<file path="src/rtl/core/mlf_pkg.sv">
// Shared constants and types of the queued mutex.
`timescale 1ns / 1ps

package mlf_pkg;

    // Default sizes
    localparam int MAX_WAITERS_DEF    = 16;
    localparam int THREAD_ID_BITS_DEF = 8;

    // Depth of the command queue between front and back
    localparam int CQ_DEPTH = 2;

    localparam int STATUS_W = 3;
    typedef logic [STATUS_W-1:0] t_status;

    localparam t_status ST_GRANTED = 3'd0;
    localparam t_status ST_QUEUED  = 3'd1;
    localparam t_status ST_HANDED  = 3'd2;
    localparam t_status ST_FREED   = 3'd3;
    localparam t_status ST_IGNORED = 3'd4;
    localparam t_status ST_FULL    = 3'd5;

    // Request kinds
    localparam logic OP_ACQUIRE = 1'b0;
    localparam logic OP_RELEASE = 1'b1;

    // Command queue occupancy
    typedef struct packed {
        logic full;
        logic empty;
    } t_q_stat;

    // Lock state seen by the top level
    typedef struct packed {
        logic free;
        logic waiters;
    } t_lock_stat;

endpackage

</file>
<file path="src/rtl/core/mlf_front.sv">
// Request front end: accept, decode and forward commands to the queue.
`timescale 1ns / 1ps

module mlf_front import mlf_pkg::*; #(
    parameter int THREAD_ID_BITS = THREAD_ID_BITS_DEF
) (
    input  logic                      i_clk,
    input  logic                      i_rst_n,
    input  logic                      i_in_valid,
    output logic                      o_in_stall,
    input  logic                      i_req_type,
    input  logic [THREAD_ID_BITS-1:0] i_thread_id,
    input  t_q_stat                   i_q_stat,
    output logic                      o_push,
    output logic                      o_is_rel,
    output logic [THREAD_ID_BITS-1:0] o_id
);

    logic                      r_valid;
    logic                      n_valid;
    logic                      r_is_rel;
    logic [THREAD_ID_BITS-1:0] r_id;
    logic                      accept;

    assign o_push     = r_valid && !i_q_stat.full;
    assign o_in_stall = r_valid && i_q_stat.full;
    assign accept     = i_in_valid && !o_in_stall;
    assign o_is_rel   = r_is_rel;
    assign o_id       = r_id;

    always_comb begin
        n_valid = r_valid;
        if (accept) begin
            n_valid = 1'b1;
        end else if (o_push) begin
            n_valid = 1'b0;
        end
    end

    always_ff @(posedge i_clk) begin
        if (!i_rst_n) begin
            r_valid <= 1'b0;
        end else begin
            r_valid <= n_valid;
        end
    end

    // Decode the request kind on transfer
    always_ff @(posedge i_clk) begin
        if (accept) begin
            r_is_rel <= (i_req_type == OP_RELEASE);
            r_id     <= i_thread_id;
        end
    end

endmodule

</file>
<file path="src/rtl/core/mlf_cmd_q.sv">
// Short command queue between the front end and the lock engine.
`timescale 1ns / 1ps

module mlf_cmd_q import mlf_pkg::*; #(
    parameter int WIDTH = 1 + THREAD_ID_BITS_DEF
) (
    input  logic             i_clk,
    input  logic             i_rst_n,
    input  logic             i_push,
    input  logic [WIDTH-1:0] i_data,
    input  logic             i_pop,
    output logic [WIDTH-1:0] o_data,
    output t_q_stat          o_stat
);

    localparam int PTR_W = $clog2(CQ_DEPTH);
    localparam int CNT_W = $clog2(CQ_DEPTH + 1);

    logic [WIDTH-1:0] r_slot [CQ_DEPTH];
    logic [PTR_W-1:0] r_wp;
    logic [PTR_W-1:0] r_rp;
    logic [CNT_W-1:0] r_cnt;
    logic [PTR_W-1:0] n_wp;
    logic [PTR_W-1:0] n_rp;
    logic [CNT_W-1:0] n_cnt;

    assign o_stat.full  = (r_cnt == CNT_W'(CQ_DEPTH));
    assign o_stat.empty = (r_cnt == '0);
    assign o_data       = r_slot[r_rp];

    always_comb begin
        n_wp  = r_wp;
        n_rp  = r_rp;
        n_cnt = r_cnt;
        if (i_push) begin
            n_wp = (r_wp == PTR_W'(CQ_DEPTH - 1)) ? '0 : r_wp + 1'b1;
        end
        if (i_pop) begin
            n_rp = (r_rp == PTR_W'(CQ_DEPTH - 1)) ? '0 : r_rp + 1'b1;
        end
        if (i_push && !i_pop) begin
            n_cnt = r_cnt + 1'b1;
        end else if (i_pop && !i_push) begin
            n_cnt = r_cnt - 1'b1;
        end
    end

    always_ff @(posedge i_clk) begin
        if (!i_rst_n) begin
            r_wp  <= '0;
            r_rp  <= '0;
            r_cnt <= '0;
        end else begin
            r_wp  <= n_wp;
            r_rp  <= n_rp;
            r_cnt <= n_cnt;
        end
    end

    always_ff @(posedge i_clk) begin
        if (i_push) begin
            r_slot[r_wp] <= i_data;
        end
    end

endmodule

</file>
<file path="src/rtl/core/mlf_back.sv">
// Lock engine: owner state, waiter memory and result register.
`timescale 1ns / 1ps

module mlf_back import mlf_pkg::*; #(
    parameter int MAX_WAITERS    = MAX_WAITERS_DEF,
    parameter int THREAD_ID_BITS = THREAD_ID_BITS_DEF
) (
    input  logic                      i_clk,
    input  logic                      i_rst_n,
    input  logic                      i_cmd_is_rel,
    input  logic [THREAD_ID_BITS-1:0] i_cmd_id,
    input  t_q_stat                   i_q_stat,
    output logic                      o_pop,
    output logic                      o_out_valid,
    input  logic                      i_out_stall,
    output t_status                   o_status,
    output logic                      o_woken_valid,
    output logic [THREAD_ID_BITS-1:0] o_woken_id,
    output logic                      o_lock_is_free,
    output logic [THREAD_ID_BITS-1:0] o_owner_id,
    output t_lock_stat                o_lock_stat
);

    localparam int IDX_W = $clog2(MAX_WAITERS);
    localparam int CNT_W = $clog2(MAX_WAITERS + 1);

    localparam logic S_EXEC = 1'b0;
    localparam logic S_HAND = 1'b1;

    logic [THREAD_ID_BITS-1:0] r_mem [MAX_WAITERS];
    logic [THREAD_ID_BITS-1:0] r_rd_data;

    logic                      r_state, n_state;
    logic                      r_free,  n_free;
    logic [THREAD_ID_BITS-1:0] r_owner, n_owner;
    logic [IDX_W-1:0]          r_head,  n_head;
    logic [IDX_W-1:0]          r_tail,  n_tail;
    logic [CNT_W-1:0]          r_count, n_count;

    logic                      r_out_valid, n_out_valid;
    t_status                   r_status,    n_status;
    logic                      r_woken_v,   n_woken_v;
    logic [THREAD_ID_BITS-1:0] r_woken_id,  n_woken_id;
    logic                      mem_we;
    logic                      slot_free;

    assign slot_free = !r_out_valid || !i_out_stall;

    assign o_out_valid    = r_out_valid;
    assign o_status       = r_status;
    assign o_woken_valid  = r_woken_v;
    assign o_woken_id     = r_woken_id;
    assign o_lock_is_free = r_free;
    assign o_owner_id     = r_owner;

    assign o_lock_stat.free    = r_free;
    assign o_lock_stat.waiters = (r_count != '0);

    always_comb begin
        n_state     = r_state;
        n_free      = r_free;
        n_owner     = r_owner;
        n_head      = r_head;
        n_tail      = r_tail;
        n_count     = r_count;
        n_out_valid = r_out_valid && i_out_stall;
        n_status    = r_status;
        n_woken_v   = r_woken_v;
        n_woken_id  = r_woken_id;
        mem_we      = 1'b0;
        o_pop       = 1'b0;

        unique case (r_state)
            S_EXEC: begin
                if (!i_q_stat.empty && slot_free) begin
                    o_pop      = 1'b1;
                    n_woken_v  = 1'b0;
                    n_woken_id = '0;
                    if (!i_cmd_is_rel) begin
                        n_out_valid = 1'b1;
                        if (r_free) begin
                            n_free   = 1'b0;
                            n_owner  = i_cmd_id;
                            n_status = ST_GRANTED;
                        end else if (r_count == CNT_W'(MAX_WAITERS)) begin
                            n_status = ST_FULL;
                        end else begin
                            mem_we   = 1'b1;
                            n_tail   = (r_tail == IDX_W'(MAX_WAITERS - 1)) ?
                                       '0 : r_tail + 1'b1;
                            n_count  = r_count + 1'b1;
                            n_status = ST_QUEUED;
                        end
                    end else if (r_free || r_owner != i_cmd_id) begin
                        n_out_valid = 1'b1;
                        n_status    = ST_IGNORED;
                    end else if (r_count != '0) begin
                        // head entry is read into r_rd_data this cycle
                        n_state = S_HAND;
                    end else begin
                        n_out_valid = 1'b1;
                        n_free      = 1'b1;
                        n_owner     = '0;
                        n_status    = ST_FREED;
                    end
                end
            end
            S_HAND: begin
                if (slot_free) begin
                    n_state     = S_EXEC;
                    n_out_valid = 1'b1;
                    n_owner     = r_rd_data;
                    n_head      = (r_head == IDX_W'(MAX_WAITERS - 1)) ?
                                  '0 : r_head + 1'b1;
                    n_count     = r_count - 1'b1;
                    n_status    = ST_HANDED;
                    n_woken_v   = 1'b1;
                    n_woken_id  = r_rd_data;
                end
            end
            default: begin
                n_state = S_EXEC;
            end
        endcase
    end

    always_ff @(posedge i_clk) begin
        if (!i_rst_n) begin
            r_state     <= S_EXEC;
            r_free      <= 1'b1;
            r_owner     <= '0;
            r_head      <= '0;
            r_tail      <= '0;
            r_count     <= '0;
            r_out_valid <= 1'b0;
        end else begin
            r_state     <= n_state;
            r_free      <= n_free;
            r_owner     <= n_owner;
            r_head      <= n_head;
            r_tail      <= n_tail;
            r_count     <= n_count;
            r_out_valid <= n_out_valid;
        end
    end

    always_ff @(posedge i_clk) begin
        r_status   <= n_status;
        r_woken_v  <= n_woken_v;
        r_woken_id <= n_woken_id;
    end

    // Waiter memory: write at the tail, registered read at the head
    always_ff @(posedge i_clk) begin
        if (mem_we) begin
            r_mem[r_tail] <= i_cmd_id;
        end
        r_rd_data <= r_mem[r_head];
    end

endmodule

</file>
<file path="src/rtl/core/mutex_lock_fifo_handoff.sv">
// Top level of the hardware mutex with a first-in first-out waiter queue.
`timescale 1ns / 1ps
//
// Usage
//   Input channel : i_in_valid / o_in_stall with i_req_type (0 acquire,
//                   1 release) and i_thread_id. A transfer happens on a
//                   rising edge with i_in_valid high and o_in_stall low.
//   Output channel: o_out_valid / i_out_stall with o_status,
//                   o_woken_valid, o_woken_id, o_lock_is_free, o_owner_id.
//                   Exactly one result is produced per request, in order.
//   Path          : a request passes the front register, then the command
//                   queue, then the result register; a release that hands
//                   the lock to a waiter also passes the S_HAND state, as
//                   the waiter memory is read through a registered port.
//   Throughput    : one request per cycle while no stall holds the flow; a
//                   handoff holds the lock engine in S_EXEC and then S_HAND.
//   Reset         : i_rst_n low at a clock edge frees the lock, clears the
//                   owner and empties the waiter queue and command queue.
//                   The waiter memory itself is not cleared.
//   Stall         : while i_out_stall is high the result register holds;
//                   the two-entry command queue then fills and o_in_stall
//                   rises once the front register has nowhere to go.
//
module mutex_lock_fifo_handoff import mlf_pkg::*; #(
    parameter int MAX_WAITERS    = MAX_WAITERS_DEF,
    parameter int THREAD_ID_BITS = THREAD_ID_BITS_DEF
) (
    input  logic                      i_clk,
    input  logic                      i_rst_n,
    input  logic                      i_in_valid,
    output logic                      o_in_stall,
    input  logic                      i_req_type,
    input  logic [THREAD_ID_BITS-1:0] i_thread_id,
    output logic                      o_out_valid,
    input  logic                      i_out_stall,
    output logic [STATUS_W-1:0]       o_status,
    output logic                      o_woken_valid,
    output logic [THREAD_ID_BITS-1:0] o_woken_id,
    output logic                      o_lock_is_free,
    output logic [THREAD_ID_BITS-1:0] o_owner_id
);

    localparam int CMD_W = 1 + THREAD_ID_BITS;

    // front to queue
    logic                      fe_push;
    logic                      fe_is_rel;
    logic [THREAD_ID_BITS-1:0] fe_id;

    // queue to back
    t_q_stat                   q_stat;
    logic [CMD_W-1:0]          q_data;
    logic                      bk_pop;
    t_lock_stat                lock_stat;

    // Accept and decode requests; hold in the front register when the
    // command queue is full
    mlf_front #(
        .THREAD_ID_BITS (THREAD_ID_BITS)
    ) u_front (
        .i_clk       (i_clk),
        .i_rst_n     (i_rst_n),
        .i_in_valid  (i_in_valid),
        .o_in_stall  (o_in_stall),
        .i_req_type  (i_req_type),
        .i_thread_id (i_thread_id),
        .i_q_stat    (q_stat),
        .o_push      (fe_push),
        .o_is_rel    (fe_is_rel),
        .o_id        (fe_id)
    );

    // Decouple the front from the lock engine
    mlf_cmd_q #(
        .WIDTH (CMD_W)
    ) u_cmd_q (
        .i_clk   (i_clk),
        .i_rst_n (i_rst_n),
        .i_push  (fe_push),
        .i_data  ({fe_is_rel, fe_id}),
        .i_pop   (bk_pop),
        .o_data  (q_data),
        .o_stat  (q_stat)
    );

    // Carry out grant, queue, handoff and free against the lock state
    mlf_back #(
        .MAX_WAITERS    (MAX_WAITERS),
        .THREAD_ID_BITS (THREAD_ID_BITS)
    ) u_back (
        .i_clk          (i_clk),
        .i_rst_n        (i_rst_n),
        .i_cmd_is_rel   (q_data[CMD_W-1]),
        .i_cmd_id       (q_data[THREAD_ID_BITS-1:0]),
        .i_q_stat       (q_stat),
        .o_pop          (bk_pop),
        .o_out_valid    (o_out_valid),
        .i_out_stall    (i_out_stall),
        .o_status       (o_status),
        .o_woken_valid  (o_woken_valid),
        .o_woken_id     (o_woken_id),
        .o_lock_is_free (o_lock_is_free),
        .o_owner_id     (o_owner_id),
        .o_lock_stat    (lock_stat)
    );

    // Waiters exist only while the lock is held
    a_waiters_hold_lock: assert property (@(posedge i_clk) disable iff (!i_rst_n)
        lock_stat.waiters |-> !lock_stat.free)
        else $error("waiters queued on a free lock");

    // A woken thread is reported with a handoff and with nothing else
    a_woken_on_handoff: assert property (@(posedge i_clk) disable iff (!i_rst_n)
        o_out_valid |-> (o_woken_valid == (o_status == ST_HANDED)))
        else $error("woken flag does not match handoff status");

    // A free lock reports no owner
    a_free_no_owner: assert property (@(posedge i_clk) disable iff (!i_rst_n)
        (o_out_valid && o_lock_is_free) |-> (o_owner_id == '0))
        else $error("free lock reports an owner");

    // Grant, queue and handoff all leave the lock held
    a_held_after_take: assert property (@(posedge i_clk) disable iff (!i_rst_n)
        (o_out_valid && (o_status == ST_GRANTED || o_status == ST_QUEUED ||
                         o_status == ST_HANDED)) |-> !o_lock_is_free)
        else $error("lock free after a grant, queue or handoff");

    // Never pop from an empty command queue
    a_no_empty_pop: assert property (@(posedge i_clk) disable iff (!i_rst_n)
        bk_pop |-> !q_stat.empty)
        else $error("command popped from empty queue");

endmodule

</file>
<file path="config.mk">
export PLATFORM = sky130hd
export DESIGN_NAME = mutex_lock_fifo_handoff
export DESIGN_NICKNAME = d
export VERILOG_FILES = /design/src/rtl/core/mlf_pkg.sv /design/src/rtl/core/mlf_front.sv /design/src/rtl/core/mlf_cmd_q.sv /design/src/rtl/core/mlf_back.sv /design/src/rtl/core/mutex_lock_fifo_handoff.sv
export SDC_FILE = /design/constraint.sdc
export NUM_CORES = 1
export LEC_CHECK = 0
export BUFFER_PORTS_ARGS = -buffer_cell sky130_fd_sc_hd__buf_2
export CAP_MARGIN = 25
export CORE_MARGIN = 2
export CORE_UTILIZATION = 53
export CTS_CLUSTER_DIAMETER = 150
export DETAILED_ROUTE_END_ITERATION = 12
export PLACE_DENSITY_LB_ADDON = 0.12
export REMOVE_ABC_BUFFERS = 1
export SKIP_CTS_REPAIR_TIMING = 1
export SYNTH_ARGS = -nofsm -noshare
export SYNTH_HDL_FRONTEND = slang
export SYNTH_SLANG_ARGS = --single-unit
</file>
<file path="constraint.sdc">
create_clock -name i_clk -period 6.6 [get_ports i_clk]
set_clock_uncertainty 0.05 [all_clocks]
set_input_delay 0.66 -clock i_clk [delete_from_list [all_inputs] [get_ports i_clk]]
set_output_delay 0.66 -clock i_clk [all_outputs]
set_load 0.005 [all_outputs]
</file>
==> results.cfg, run 1 <==
[status]
status = completed

[critical_path]
crit_type = reg2reg
cp-start-kind = register
crit_fanout = 10
crit_required_ns = 6.67
end_kind = register
worstPathArrival_ns = 3.21

[synthesis]
synth.avg_cell_area_um2 = 16.5
yosysUniqueCellTypes = 46
synthTopCellsByArea = edfxtp_1 (62%), dfxtp_1 (9.4%), mux4_2 (8.9%)
synth_top_area_cell = edfxtp_1
syn_inst = 490
synth_most_common_cell = edfxtp_1
synth_edf_count = 167
yosys_warnings = 0
ys.flop_type = edfxtp_1
synth_common_cells = edfxtp_1 (167), dfxtp_1 (38), nor2_1 (38)
async_flop_share_pct = 0
syn_area_um2 = 8100
synth.ff_latch_count = 205
synth_top_area_share_pct = 61.9
seq_area_frac_synth_pct = 71.3

[finish]
drive_gt1_share_pct = 20.0
antenna_cells = 0
fin_area_um2 = 9070
nNetsFinal = 555
syn2layout_area_growth_pct = 11.9

[timing]
worst_pin_slew_ns = 1.00
fin_crit_ns = 3.14
hold_viol = 0
tns_ns = 0
setup_viol = 0
maxSlewHeadroom_pct = 32.6
finalCritPeriodShare_pct = 47.6
fmax_ghz = 0.318
rsz0062_at_grt = no
drv_slew = 0

[grt]
overflow = 0
grtUsageTotal_pct = 19.8
grt_max_degree = 38
grt_pass1_vias = 4299
antenna_found_initial = 0
grt_pass1_wl_um = 24300

[detailed_routing]
drt-pass1-iter-count = 5
wl_per_cell_um = 21.2
drt-vias-per-instance = 5.80
drt_iter0_drc = 309
drc = 0
vias = 4259
detail-route-antenna-nets = 0
wl_um = 15600

[place]
hpwlAfterDp_um = 10200
place_congestion = 0.857
numPortBuffers = 35
placed_area_um2 = 8450

[clock_network]
clk_pin_slew_worst_paths_ns = 0.06
cts.path.max_buffers = 3
root_buffer = clkbuf_16
cts.htree.levels = 1
clk_latency_ns = 0.50
cts_tree = yes
clock_sink_count = 205
cts_buffers = 21

[floorplanning]
num_rows = 45
fp.dieArea_um2 = 16300
start_util_pct = 53.7
die_x_um = 128
pin_count = 36
die_h_um = 128
core_um2 = 15100

[power_and_ir_drop]
powerDensity_nw_per_um2 = 338
vdd_drop_max_mv = 0.262
leakage_nw = 3.07
power_mw = 3.07

[job]
max-cap-violations = 0

[worst_hold_path]
hp-class = in2reg
[cell type report]
type                            instances  area, µm²
Fill cell                            1146       6020
Sequential cell                       205       5780
Multi-Input combinational cell        247       2170
Clock buffer                           27        558
Tap cell                              188        235
Timing Repair Buffer                   41        218
Inverter                               16       60.1
Clock inverter                         10       56.3
[per-stage QoR]
stage	setup slack, ns	hold slack (ns)	util [%]	instances
final	3.46	0.284	60.1	734
after global routing	3.25	0.268	60.1	734
after global placement	3.47	0.381	55.9	694
after CTS	3.44	0.272	60.1	733
after detailed placement	3.48	0.389	56.0	696
after floorplan	3.83	0.371	-	468
[where the power goes]
| group | switching, mW | total (mW) | internal [mW] | leakage [nW] |
|---|---|---|---|---|
| logic | 0.260 | 0.392 | 0.132 | 0.939 |
| clock network | 0.463 | 1.06 | 0.599 | 0.301 |
| registers | 0.0587 | 1.61 | 1.55 | 1.83 |
[cells in the final DEF (no fill, tap or decap), drive strengths merged, types with 4 or more instances in the layout]
cell type,synthesis,layout
edfxtp,167,167
xor2,8,8
mux2i,19,19
inv,16,18
clkinv,0,7
nor2b,11,11
a21oi,24,24
and2,11,11
o21bai,8,8
xnor2,9,9
o21ai,7,7
a21o,4,4
or3,4,4
buf,11,40
mux4,32,32
nand2b,5,5
dfxtp,38,38
nor2,38,38
nand2,15,15
ha,9,9
a22o,8,8
a211oi,9,9
clkbuf,11,28
nor3,5,5
[state kept, by name (all words and copies together) (netlist names), 2 cells and up, named ones only]
name               flops
u_back.o_owner_id      8
u_back.r_count         5
u_front.o_id           8
u_back.r_mem         128
u_cmd_q.r_slot        18
u_back.r_head          4
u_cmd_q.r_cnt          2
u_back.r_tail          4
u_back.o_woken_id      8
u_back.o_status        3
u_back.r_rd_data       8
[cell families (layout without fill, tap and decap cells)]
logic type	count (synthesis)	in the layout	synth area share (%)
xor gates and xnor gates	17	17	1.84
and+or+nand+nor	98	98	6.01
buffers and inverters	38	94	2.01
muxes	52	52	11.4
AOI/OAI and AO/OA	70	70	5.82
adders and majority gates	10	10	1.64
DFF	205	205	71.3
[metal layers]
metal / up-vias / track usage (%) / routed length [µm]
li1: 1967 / - / -
met1: 2124 / 28.1 / 7100
met2: 134 / 31.9 / 7220
met3: 34 / 3.26 / 807
met4: 0 / 6.14 / 461
met5: - / 0 / 0
[worst max-delay path, stage by stage, from the launching register on]
cell      delay, ns
dfxtp_1        0.70
mux2_4         0.38
a211oi_2       0.22
and2_1         0.38
nand2_1        0.22
nor3_1         0.81
[final timing paths]
kind                   start                    to  slack, ns  cells after the start
min           i_thread_id[7]       u_front.o_id[7]       0.28                      1
max reg2reg         register    u_back.r_mem[3][4]       3.46                      5
max                 register    u_back.r_mem[3][4]       3.46                      5
min reg2reg  u_front.o_id[5]  u_cmd_q.r_slot[0][5]       0.40                      0
Power figures use the tool's default switching activity.
==> inputs of run 2 (changes only) <==
clock period = 2.8 ns   (was 6.6 ns; I/O delays follow)
==> run 2 against run 1 <==
Against the previous run:
- maximum frequency rose by 30%
- clock-buffer cell count rose by 1
- global-route usage rose by 0.27 points
- critical path type unchanged
- critical path depth rose by 2
- cell count rose by 4.8%
==> results.cfg, run 2 (synthesized netlist as in run 1, its figures left out) <==
[timing]
finalWorstSetupSlack_ns = 0.377
rsz0062_at_grt = no
maxSlewHeadroom_pct = 49.1
hold_viol = 0
setup_viol = 0
fmax_ghz = 0.413
tns_ns = 0
finalCritPeriodShare_pct = 86.5
hold_slack_ns = 0.0193
worst_pin_slew_ns = 0.762
fin_crit_ns = 2.42
drv_slew = 0

[finish]
final_cell_mix = edfxtp_1 (167), nor2_1 (38), dfxtp_1 (37)
largest_reg_flops = 128
nNetsFinal = 589
post-route-util_pct = 62.5
largestRegisters = u_back.r_mem x128, u_cmd_q.r_slot x18
fin_area_um2 = 9440
final-seq-area_um2 = 5780
multi_input_comb_area_um2 = 2170
syn2layout_area_growth_pct = 16.5
layout_commonest_cell = edfxtp_1
antenna_cells = 0
fin_cells = 769
drive_gt1_share_pct = 23.2
largest_register = u_back.r_mem
fillCellCount = 1107

[critical_path]
cp-start-kind = register
worstPathArrival_ns = 2.59
crit_required_ns = 2.97
crit_fanout = 10
end_kind = register
crit_type = reg2reg

[place]
placed_area_um2 = 8640
place_congestion = 0.840
dp_slack_ns = 0.388
dp_cells = 720
hpwlAfterDp_um = 10300
numPortBuffers = 35

[floorplanning]
pin_count = 36
die_h_um = 128
core_um2 = 15100
start_util_pct = 53.7
fp.dieArea_um2 = 16300
die_x_um = 128
num_rows = 45

[grt]
grt_max_degree = 37
antenna_found_initial = 0
overflow = 0
grt_pass1_wl_um = 24700
grt_pass1_vias = 4392
grtUsageTotal_pct = 20.0

[clock_network]
cts.htree.levels = 1
cts_buffers = 22
clock_sink_count = 205
clk_pin_slew_worst_paths_ns = 0.06
root_buffer = clkbuf_16
cts_tree = yes
clk_latency_ns = 0.51
cts.path.max_buffers = 3

[detailed_routing]
drc = 0
drt-vias-per-instance = 5.74
drt_iter0_drc = 311
vias = 4413
detail-route-antenna-nets = 0
wl_per_cell_um = 20.9
wl_um = 16100
drt-pass1-iter-count = 4

[power_and_ir_drop]
vdd_drop_max_mv = 0.463
power_mw = 7.58
powerDensity_nw_per_um2 = 803
leakage_nw = 3.28

[status]
status = completed

[job]
max-cap-violations = 0

[worst_hold_path]
hp-class = in2reg
run 2: path summary, 6_finish.rpt:
check / from / end / slack (ns) / cells past startpoint
worst max-delay path: register / u_back.r_mem[3][3] / 0.38 / 7
worst min-delay path: i_out_stall / u_back.r_state / 0.02 / 3
worst max register to register: register / u_back.r_mem[3][3] / 0.38 / 7
worst min register to register: u_front.o_id[4] / u_cmd_q.r_slot[1][4] / 0.40 / 0
run 2: final cells by class:
type / instances / share of cell area (%)
repair buffers: 74 / 5.36
clock inverters: 11 / 1.29
inverters: 16 / 0.636
multi-input cells: 247 / 22.9
flip-flops and latches: 205 / 61.2
well taps: 188 / 2.49
clock buffers: 28 / 6.07
run 2: layer usage:
layer / track usage [%] / up-vias / share of wire [%]
met1: 29.2 / 2242 / 47
li1: - / 2029 / -
met5: 0 / - / 0
met3: 2.67 / 31 / 3.5
met4: 6.33 / 0 / 3.0
met2: 32.0 / 111 / 47
run 2: critical path: stages (launching register included):
cell,delay [ns]
dfxtp_1,0.31
buf_4,0.21
mux2_4,0.35
a211oi_2,0.21
and2_1,0.39
nand2_1,0.24
nor3_1,0.18
buf_4,0.20
run 2: power breakdown:
part	switching, mW	total (mW)	internal, mW
Sequential	0.108	3.77	3.66
Combinational	0.659	1.03	0.375
Clock	1.14	2.78	1.64
